### config.mk
export PLATFORM = sky130hd
export DESIGN_NAME = calendar_seconds_converter_top
export DESIGN_NICKNAME = d
export VERILOG_FILES = /design/src/hw/rtl/csc_pkg.sv /design/src/hw/rtl/csc_date_path.sv /design/src/hw/rtl/csc_secs_path.sv /design/src/hw/rtl/csc_out_stage.sv /design/src/hw/rtl/calendar_seconds_converter_top.sv
export VERILOG_INCLUDE_DIRS = /design/src /design/src/hw/rtl
export SDC_FILE = /design/constraint.sdc
export NUM_CORES = 2
export LEC_CHECK = 0
export BUFFER_PORTS_ARGS = -buffer_cell sky130_fd_sc_hd__buf_2
export CAP_MARGIN = 20
export CORE_MARGIN = 1.5
export CORE_UTILIZATION = 45
export DETAILED_ROUTE_END_ITERATION = 8
export GPL_TIMING_DRIVEN = 1
export SYNTH_ARGS = -nofsm -noshare
export SYNTH_HDL_FRONTEND = slang
export SYNTH_HIERARCHICAL = 1
export SYNTH_SLANG_ARGS = --single-unit
### constraint.sdc
create_clock -name clk -period 10.6 [get_ports clk]
set_clock_uncertainty 0.05 [all_clocks]
set_input_delay 3.18 -clock clk [delete_from_list [all_inputs] [get_ports clk]]
set_output_delay 3.18 -clock clk [all_outputs]
set_load 0.01 [all_outputs]
### src/hw/rtl/calendar_seconds_converter_top_macros.svh
// Assertion macros shared by the calendar/seconds converter RTL
`ifndef CALENDAR_SECONDS_CONVERTER_TOP_MACROS_SVH
`define CALENDAR_SECONDS_CONVERTER_TOP_MACROS_SVH
`ifndef SYNTHESIS
`define CSC_ASSERT(label, cond, msg) \
	label: assert property (@(posedge clk) disable iff (!arst_n) (cond)) else $error(msg);
`define CSC_ASSERT_IMP(label, ante, cons, msg) \
	label: assert property (@(posedge clk) disable iff (!arst_n) (ante) |-> (cons)) \
		else $error(msg);
`else
`define CSC_ASSERT(label, cond, msg)
`define CSC_ASSERT_IMP(label, ante, cons, msg)
`endif
`endif

### src/hw/rtl/csc_pkg.sv
// Types, constants and month table for the calendar/seconds converter
package csc_pkg;

	localparam logic ACT_DATE2SEC = 1'b0;
	localparam logic ACT_SEC2DATE = 1'b1;

	typedef struct packed {
		logic        action;
		logic [31:0] seconds_in;
		logic [7:0]  year_in;
		logic [7:0]  month_in;
		logic [7:0]  day_in;
		logic [7:0]  hour_in;
		logic [7:0]  minute_in;
		logic [7:0]  second_in;
	} req_t;

	typedef struct packed {
		logic [31:0] seconds_out;
		logic [6:0]  year_out;
		logic [3:0]  month_out;
		logic [4:0]  day_out;
		logic [4:0]  hour_out;
		logic [5:0]  minute_out;
		logic [5:0]  second_out;
		logic [2:0]  weekday;
		logic        range_error;
	} rsp_t;

	// stage load enables
	typedef struct packed {
		logic s1;
		logic s2;
		logic s3;
		logic s4;
		logic s5;
	} pipe_en_t;

	// date and time as produced by either conversion path
	typedef struct packed {
		logic [31:0] seconds;
		logic [6:0]  year;
		logic [3:0]  month;
		logic [4:0]  day;
		logic [4:0]  hour;
		logic [5:0]  minute;
		logic [5:0]  second;
		logic        err;
	} cal_res_t;

	// days before the first of month m in a common year
	function automatic logic [8:0] month_start(input logic [3:0] m);
		logic [8:0] r;
		case (m)
			4'd1:    r = 9'd0;
			4'd2:    r = 9'd31;
			4'd3:    r = 9'd59;
			4'd4:    r = 9'd90;
			4'd5:    r = 9'd120;
			4'd6:    r = 9'd151;
			4'd7:    r = 9'd181;
			4'd8:    r = 9'd212;
			4'd9:    r = 9'd243;
			4'd10:   r = 9'd273;
			4'd11:   r = 9'd304;
			4'd12:   r = 9'd334;
			default: r = 9'd0;
		endcase
		return r;
	endfunction

endpackage

### src/hw/rtl/csc_date_path.sv
// Date to seconds path: range check and day count, then the seconds sum
module csc_date_path (
	input  logic              clk,
	input  csc_pkg::pipe_en_t en,
	input  csc_pkg::req_t     req,
	output csc_pkg::cal_res_t res_s4
);
	import csc_pkg::*;

	logic [6:0]  y7;
	logic [3:0]  mo4;
	logic [4:0]  d5;
	logic [4:0]  h5;
	logic [5:0]  mi6;
	logic [5:0]  s6;
	logic        leap_c;
	logic        err_c;
	logic [15:0] days_c;
	logic [31:0] tod_c;
	cal_res_t    res2_c;

	logic [15:0] days_s1;
	logic [31:0] tod_s1;
	cal_res_t    res_s1;
	cal_res_t    res_s2;
	cal_res_t    res_s3;

	assign y7  = req.year_in[6:0];
	assign mo4 = req.month_in[3:0];
	assign d5  = req.day_in[4:0];
	assign h5  = req.hour_in[4:0];
	assign mi6 = req.minute_in[5:0];
	assign s6  = req.second_in[5:0];

	always_comb begin
		err_c = (req.year_in > 8'd99) || (req.month_in == 8'd0) || (req.month_in > 8'd12) ||
			(req.day_in == 8'd0) || (req.day_in > 8'd31) || (req.hour_in > 8'd23) ||
			(req.minute_in > 8'd59) || (req.second_in > 8'd59);
		leap_c = (y7[1:0] == 2'd0) && (mo4 > 4'd2);
		days_c = 16'(y7) * 16'd365 + 16'((8'(y7) + 8'd3) >> 2) + 16'(month_start(mo4)) +
			16'(d5) - 16'd1 + 16'(leap_c);
		// time of day, less the one-day epoch offset, mod 2^32
		tod_c = 32'(h5) * 32'd3600 + 32'(mi6) * 32'd60 + 32'(s6) - 32'd86400;
	end

	always_comb begin
		res2_c         = res_s1;
		res2_c.seconds = 32'(days_s1) * 32'd86400 + tod_s1;
	end

	always_ff @(posedge clk) begin
		if (en.s1) begin
			days_s1        <= days_c;
			tod_s1         <= tod_c;
			res_s1.seconds <= 32'd0;
			res_s1.year    <= y7;
			res_s1.month   <= mo4;
			res_s1.day     <= d5;
			res_s1.hour    <= h5;
			res_s1.minute  <= mi6;
			res_s1.second  <= s6;
			res_s1.err     <= err_c;
		end
		if (en.s2) begin
			res_s2 <= res2_c;
		end
		if (en.s3) begin
			res_s3 <= res_s2;
		end
		if (en.s4) begin
			res_s4 <= res_s3;
		end
	end

endmodule

### src/hw/rtl/csc_secs_path.sv
// Seconds to date path: day split, four-year cycle, month search, time of day
module csc_secs_path (
	input  logic              clk,
	input  csc_pkg::pipe_en_t en,
	input  logic [31:0]       seconds_in,
	output csc_pkg::cal_res_t res_s4
);
	import csc_pkg::*;

	// reciprocals: secs/86400 = (secs>>7)/675, days/1461, rem/3600, rem/60
	localparam logic [26:0] RCP_675  = 27'd101806633;
	localparam logic [16:0] RCP_1461 = 17'd91868;
	localparam logic [17:0] RCP_3600 = 18'd149131;
	localparam logic [17:0] RCP_60   = 18'd139811;

	// stage 1
	logic [51:0] qprod_c;
	logic [15:0] q_s1;
	logic [31:0] secs_s1;

	// stage 2
	logic [15:0] days_c;
	logic [32:0] cprod_c;
	logic [31:0] rem32_c;
	logic [16:0] rem_s2;
	logic [15:0] days_s2;
	logic [5:0]  c_s2;
	logic [31:0] secs_s2;

	// stage 3
	logic [10:0] cyc_c;
	logic [1:0]  yo_c;
	logic [10:0] doy11_c;
	logic [33:0] hprod_c;
	logic [33:0] mprod_c;
	logic [7:0]  year_s3;
	logic [8:0]  doy_s3;
	logic        leap_s3;
	logic [4:0]  hour_s3;
	logic [10:0] mod_s3;
	logic [16:0] rem_s3;
	logic [31:0] secs_s3;

	// stage 4
	logic        feb29_c;
	logic [8:0]  dadj_c;
	logic [3:0]  m_c;
	logic [4:0]  dd_c;
	logic [10:0] minute_c;
	logic [16:0] second_c;

	assign qprod_c = 52'(seconds_in[31:7]) * 52'(RCP_675);

	always_ff @(posedge clk) begin
		if (en.s1) begin
			q_s1    <= qprod_c[51:36];
			secs_s1 <= seconds_in;
		end
	end

	always_comb begin
		days_c  = q_s1 + 16'd1;
		cprod_c = 33'(days_c) * 33'(RCP_1461);
		rem32_c = secs_s1 - 32'(q_s1) * 32'd86400;
	end

	always_ff @(posedge clk) begin
		if (en.s2) begin
			rem_s2  <= rem32_c[16:0];
			days_s2 <= days_c;
			c_s2    <= cprod_c[32:27];
			secs_s2 <= secs_s1;
		end
	end

	always_comb begin
		cyc_c = 11'(days_s2 - 16'(c_s2) * 16'd1461);
		if (cyc_c < 11'd366) begin
			yo_c    = 2'd0;
			doy11_c = cyc_c;
		end else if (cyc_c < 11'd731) begin
			yo_c    = 2'd1;
			doy11_c = cyc_c - 11'd366;
		end else if (cyc_c < 11'd1096) begin
			yo_c    = 2'd2;
			doy11_c = cyc_c - 11'd731;
		end else begin
			yo_c    = 2'd3;
			doy11_c = cyc_c - 11'd1096;
		end
		hprod_c = 34'(rem_s2) * 34'(RCP_3600);
		mprod_c = 34'(rem_s2) * 34'(RCP_60);
	end

	always_ff @(posedge clk) begin
		if (en.s3) begin
			year_s3 <= {c_s2, 2'b00} + 8'(yo_c);
			doy_s3  <= doy11_c[8:0];
			leap_s3 <= (yo_c == 2'd0);
			hour_s3 <= hprod_c[33:29];
			mod_s3  <= mprod_c[33:23];
			rem_s3  <= rem_s2;
			secs_s3 <= secs_s2;
		end
	end

	always_comb begin
		feb29_c = leap_s3 && (doy_s3 == 9'd59);
		dadj_c  = doy_s3 - 9'(leap_s3 && (doy_s3 > 9'd59));
		m_c     = 4'd1;
		for (int k = 2; k <= 12; k++) begin
			if (dadj_c >= month_start(4'(k))) begin
				m_c = 4'(k);
			end
		end
		dd_c = 5'(dadj_c - month_start(m_c) + 9'd1);
		if (feb29_c) begin
			m_c  = 4'd2;
			dd_c = 5'd29;
		end
		minute_c = mod_s3 - 11'(hour_s3) * 11'd60;
		second_c = rem_s3 - 17'(mod_s3) * 17'd60;
	end

	always_ff @(posedge clk) begin
		if (en.s4) begin
			res_s4.seconds <= secs_s3;
			res_s4.year    <= year_s3[6:0];
			res_s4.month   <= m_c;
			res_s4.day     <= dd_c;
			res_s4.hour    <= hour_s3;
			res_s4.minute  <= minute_c[5:0];
			res_s4.second  <= second_c[5:0];
			res_s4.err     <= (year_s3 > 8'd99);
		end
	end

endmodule

### src/hw/rtl/csc_out_stage.sv
// Output stage: path select, error zeroing and weekday
module csc_out_stage (
	input  logic              clk,
	input  logic              en,
	input  logic              action,
	input  csc_pkg::cal_res_t date_res,
	input  csc_pkg::cal_res_t secs_res,
	output csc_pkg::rsp_t     rsp_s5
);
	import csc_pkg::*;

	cal_res_t   sel_c;
	logic [7:0] yt_c;
	logic [7:0] sum_c;
	logic [4:0] fold1_c;
	logic [3:0] fold2_c;
	logic [2:0] r_c;
	logic [2:0] wd_c;
	rsp_t       rsp_c;

	// 2*mm + 3*(mm+1)/5 with January and February counted as months 13 and 14
	function automatic logic [5:0] month_term(input logic [3:0] m);
		logic [5:0] r;
		case (m)
			4'd1:    r = 6'd34;
			4'd2:    r = 6'd37;
			4'd3:    r = 6'd8;
			4'd4:    r = 6'd11;
			4'd5:    r = 6'd13;
			4'd6:    r = 6'd16;
			4'd7:    r = 6'd18;
			4'd8:    r = 6'd21;
			4'd9:    r = 6'd24;
			4'd10:   r = 6'd26;
			4'd11:   r = 6'd29;
			4'd12:   r = 6'd31;
			default: r = 6'd0;
		endcase
		return r;
	endfunction

	always_comb begin
		sel_c = (action == ACT_SEC2DATE) ? secs_res : date_res;
		// year term biased by 7 so it never goes negative; Jan/Feb of year 0 use year -1
		if (sel_c.month <= 4'd2) begin
			if (sel_c.year == 7'd0) begin
				yt_c = 8'd5;
			end else begin
				yt_c = 8'(sel_c.year - 7'd1) + 8'((sel_c.year - 7'd1) >> 2) + 8'd7;
			end
		end else begin
			yt_c = 8'(sel_c.year) + 8'(sel_c.year >> 2) + 8'd7;
		end
		sum_c   = 8'(sel_c.day) + 8'(month_term(sel_c.month)) + yt_c;
		// mod 7 by folding octal digits (8 = 1 mod 7)
		fold1_c = 5'(sum_c[7:6]) + 5'(sum_c[5:3]) + 5'(sum_c[2:0]);
		fold2_c = 4'(fold1_c[4:3]) + 4'(fold1_c[2:0]);
		r_c     = (fold2_c >= 4'd7) ? 3'(fold2_c - 4'd7) : fold2_c[2:0];
		wd_c    = (r_c == 3'd6) ? 3'd0 : r_c + 3'd1;

		if (sel_c.err) begin
			rsp_c             = '0;
			rsp_c.range_error = 1'b1;
		end else begin
			rsp_c.seconds_out = sel_c.seconds;
			rsp_c.year_out    = sel_c.year;
			rsp_c.month_out   = sel_c.month;
			rsp_c.day_out     = sel_c.day;
			rsp_c.hour_out    = sel_c.hour;
			rsp_c.minute_out  = sel_c.minute;
			rsp_c.second_out  = sel_c.second;
			rsp_c.weekday     = wd_c;
			rsp_c.range_error = 1'b0;
		end
	end

	always_ff @(posedge clk) begin
		if (en) begin
			rsp_s5 <= rsp_c;
		end
	end

endmodule

### src/hw/rtl/calendar_seconds_converter_top.sv
// Top level of the calendar/seconds converter: valid chain and stage enables
// An accepted request passes through register stages s1 to s5 to its response on rsp.
// Throughput: one request per cycle while rsp_stall is low; the five register stages run in parallel.
// Each stage loads when empty or when the next stage moves, so bubbles close up.
// Reset (arst_n low, asynchronous) clears all stage valid bits; data regs are not reset.
`include "calendar_seconds_converter_top_macros.svh"

module calendar_seconds_converter_top (
	input  logic          clk,
	input  logic          arst_n,
	input  logic          req_valid,
	output logic          req_stall,
	input  csc_pkg::req_t req,
	output logic          rsp_valid,
	input  logic          rsp_stall,
	output csc_pkg::rsp_t rsp
);
	import csc_pkg::*;

	pipe_en_t en;
	logic     valid_s1;
	logic     valid_s2;
	logic     valid_s3;
	logic     valid_s4;
	logic     valid_s5;
	logic     action_s1;
	logic     action_s2;
	logic     action_s3;
	logic     action_s4;
	cal_res_t date_res_s4;
	cal_res_t secs_res_s4;

	always_comb begin
		en.s5 = !valid_s5 || !rsp_stall;
		en.s4 = !valid_s4 || en.s5;
		en.s3 = !valid_s3 || en.s4;
		en.s2 = !valid_s2 || en.s3;
		en.s1 = !valid_s1 || en.s2;
	end

	assign req_stall = !en.s1;
	assign rsp_valid = valid_s5;

	always_ff @(posedge clk or negedge arst_n) begin
		if (!arst_n) begin
			valid_s1 <= 1'b0;
			valid_s2 <= 1'b0;
			valid_s3 <= 1'b0;
			valid_s4 <= 1'b0;
			valid_s5 <= 1'b0;
		end else begin
			if (en.s1) valid_s1 <= req_valid;
			if (en.s2) valid_s2 <= valid_s1;
			if (en.s3) valid_s3 <= valid_s2;
			if (en.s4) valid_s4 <= valid_s3;
			if (en.s5) valid_s5 <= valid_s4;
		end
	end

	always_ff @(posedge clk) begin
		if (en.s1) action_s1 <= req.action;
		if (en.s2) action_s2 <= action_s1;
		if (en.s3) action_s3 <= action_s2;
		if (en.s4) action_s4 <= action_s3;
	end

	csc_date_path u_date_path (
		.clk    (clk),
		.en     (en),
		.req    (req),
		.res_s4 (date_res_s4)
	);

	csc_secs_path u_secs_path (
		.clk        (clk),
		.en         (en),
		.seconds_in (req.seconds_in),
		.res_s4     (secs_res_s4)
	);

	csc_out_stage u_out_stage (
		.clk      (clk),
		.en       (en.s5),
		.action   (action_s4),
		.date_res (date_res_s4),
		.secs_res (secs_res_s4),
		.rsp_s5   (rsp)
	);

	`CSC_ASSERT_IMP(a_stall_needs_full, req_stall, valid_s1, "request stalled with stage 1 empty")
	`CSC_ASSERT_IMP(a_err_zero, rsp_valid && rsp.range_error, rsp.seconds_out == 32'd0 && rsp.month_out == 4'd0 && rsp.weekday == 3'd0, "error response not zeroed")
	`CSC_ASSERT_IMP(a_date_ok, rsp_valid && !rsp.range_error, rsp.month_out != 4'd0 && rsp.month_out <= 4'd12 && rsp.day_out != 5'd0, "bad month or day")
	`CSC_ASSERT_IMP(a_weekday, rsp_valid, rsp.weekday <= 3'd6, "weekday out of range")

endmodule
==> flow_metrics.tcl <==
set metrics [dict create \
    start_kind "primary input" \
    synth-xor-area-share_pct 3.807 \
    ys_seq_area_share_pct 32.65 \
    post_drt_wl_per_cell_um 18.54 \
    synthTopCellsByCount "1,004 x ha_1, 929 x inv_1, 565 x edfxtp_1" \
    period_share_pct 85.34 \
    syn_area_per_cell_sq_um 11.86 \
    finalNetCount 6203 \
    synth_compound_area_share_pct 6.943 \
    drtIter0Drc 1600 \
    grt_pass1_wl_mm 180.9 \
    hold_viol 0 \
    synth_top_area_share_pct 32.41 \
    cts-root-buf "clkbuf_16" \
    synthMuxAreaShare_pct 1.542 \
    synthTopCellsByArea "edfxtp_1 32%, ha_1 24%, fa_1 19%" \
    report.final.setup_viol 0 \
    slowest_delay_ns 0.52 \
    r2r_cells 32 \
    path_max_fanout 11 \
    synth_area_leader_cell "edfxtp_1" \
    cts_made_buffers 68 \
    cts.htree.levels 3 \
    core_sq_um 114800 \
    syn-cell-area_sq_um 52350 \
    path_clk_slew_ns 0.06 \
    vias 31460 \
    fin_tns_setup_ns 0 \
    drive_above_1_share_pct 7.036 \
    track_usage_pct 19.83 \
    holdPathStages 0 \
    drc 0 \
    area_delta_synth_final_pct 9.247 \
    synth_seq_cells 570 \
    end_kind "register" \
    slew_headroom_pct 25.44 \
    synth_cell_type_count 101 \
    antenna_found_initial 2 \
    ys.flop_type "edfxtp_1" \
    crit_chain "buf_2 > fa_1 > ha_1 > inv_1 > fa_1 > inv_1 > fa_1 > fa_1 > fa_1 > fa_1 > ha_1 > nand4_1 > nor2_1 > o2111ai_1 > a2111oi_0 > nor3_1 > o21ai_0 > nor4_1 > o31ai_1 > xnor2_1" \
    min_from "u_secs_path/secs_s3[30]" \
    yosysWarnings 6 \
    tightest_slew_ns 1.118 \
    cp_data_required_time_ns 10.89 \
    cts_buffer_depth 3 \
    max_cap_violations 0 \
    cts_setup_buffers 0 \
    postSynthCellCount 4415 \
    die_w_um 344.1 \
    crit_slowest_cell "fa_1" \
    wl_mm 114.5 \
    num_rows 124 \
    rsz0062_at_grt "no" \
    synth_top_family_by_area "adder cells" \
    hp-class "register to register" \
    async_flop_share_pct 0.8772 \
    crit_arrival_ns 9.34 \
    clkLatencyLatePin_ns 0.66 \
    ios 156 \
    max_freq_mhz 110.6 \
    gp_congestion 0.8952 \
    hold_end "u_secs_path/res_s4[64]" \
    cts_hold_buf 0 \
    grt_max_degree 71 \
    grt_overflow 0 \
    initial_core_util_pct 45.60 \
    min_period_ns 9.046 \
    grt_pass1_vias 32300 \
    cts_tree "built" \
    ant_nets 0 \
    io_buffer_count 155 \
    clock-sinks 570 \
    maxSlewViolCount 0 \
    r2r_slack_ns 1.64 \
    drtPass1Iterations 5 \
    path_class "primary input to register" \
    syn_nets 6001 \
    die_y_um 344.1 \
    viasPerCell 5.094 \
    synthAdderAreaFrac_pct 43.00 \
    cpMostUsedCell "fa_1" \
    crit-reg2reg-launch "action_s4" \
    die_area_sq_um 118400 \
    yosys.area_share.simple_pct 5.000 \
    rr_endpoint "u_out_stage/rsp_s5[3]" \
    postCtsResizedCells 0 \
    place_hpwl_mm 93.40 \
    synth.most_common_cell "ha_1" \
    synth-edff-count 565 \
    status "completed" \
]
[stage by stage]
stage               hold WS [ns]  cell area, sq um  setup WS (ns)  instances  utilization, %
floorplan                 0.3503             52350          1.794       4415               -
global placement          0.3509             54950          1.075       6059           47.86
detailed placement        0.3545             54950         0.9604       6059           47.86
CTS                       0.3331             57190          1.588       6174           49.81
global route              0.3414             57190          1.104       6174           49.81
finish                    0.3266             57190          1.554       6176           49.82
[flip-flops by register name, summed over array words and instances (netlist names), 6 cells and up]
register / flops
u_date_path/res_s3: 64
u_secs_path/year_s3: 8
u_date_path/days_s1: 16
u_date_path/res_s2: 64
u_secs_path/c_s2: 6
u_secs_path/mod_s3: 6
u_date_path/tod_s1: 20
u_secs_path/doy_s3: 9
u_secs_path/secs_s2: 25
u_secs_path/q_s1: 16
u_secs_path/secs_s1: 32
u_date_path/res_s4: 64
u_secs_path/res_s4: 64
u_date_path/res2_c: 32
u_secs_path/rem_s2: 17
u_out_stage/rsp_s5: 69
u_secs_path/days_s2: 11
u_secs_path/secs_s3: 27
[cells by family (layout without fill, tap and decap cells)]
| logic type | count (synthesis) | after routing |
|---|---|---|
| AOI/OAI and AO/OA | 543 | 543 |
| xor gates and xnor gates | 226 | 226 |
| adders and majority gates | 1501 | 1501 |
| buffers and inverters | 966 | 1213 |
| DFF | 570 | 570 |
| muxes | 77 | 77 |
| other | 0 | 2 |
| and+or+nand+nor | 532 | 532 |
[cell type report]
type	instances	area (sq um)
Clock inverter	40	508.0
Fill cell	10350	57620
Clock buffer	75	1728
Antenna cell	2	5.005
Multi-Input combinational cell	2879	31600
Sequential cell	570	17090
Timing Repair Buffer	167	865.8
Tap cell	1512	1892
Inverter	931	3500
[worst max path at each step]
stage                       start  slack (ns)  cells past startpoint                   end
after floorplan           req[74]        1.79                     20   u_secs_path/q_s1[9]
after global routing      req[66]        1.10                     22  u_secs_path/q_s1[15]
after CTS                 req[66]        1.59                     22  u_secs_path/q_s1[15]
after detailed placement  req[60]        0.96                     21  u_secs_path/q_s1[15]
after global placement    req[60]        1.08                     21  u_secs_path/q_s1[15]
final                     req[72]        1.55                     20  u_secs_path/q_s1[15]
[layout by cell type (no fill, tap or decap), types with 12 or more instances in the layout]
cell	n
or3_1	13
buf_2	155
o21bai_1	31
clkbuf_16	68
and3_1	26
nand2b_1	23
fa_1	497
a21o_1	59
and2_1	13
nor3_1	43
xor2_1	63
nand3_1	33
o21ai_0	92
nor4_1	13
o211ai_1	15
inv_1	928
nand2_1	101
edfxtp_1	565
a211oi_1	23
nor2b_1	22
o31ai_1	12
a21oi_1	160
o21a_1	25
ha_1	1004
nor2_1	174
mux2i_1	66
nand4_1	17
xnor2_1	162
buf_4	12
[worst max-delay path: cells and delay by family]
family | cells | cell delay, ns
adders and majority gates | 8 | 3.64
AOI/OAI and AO/OA | 4 | 1.37
and+or+nand+nor | 4 | 0.64
buffers and inverters | 3 | 0.39
xor gates and xnor gates | 1 | 0.10
[layer usage]
layer / vias to the layer above / GRT usage, % / share of wire, % / wire [um]
li1: 15410 / - / - / -
met1: 15360 / 27.23 / 46 / 52670
met2: 551 / 33.13 / 48 / 54550
met3: 136 / 2.684 / 4.0 / 4615
met4: 0 / 5.007 / 2.3 / 2680
met5: - / 0 / 0 / 0
Power is left out: the tool's default activity adds up to more than one toggle a clock period on the data nets, which glitch-free logic cannot reach.
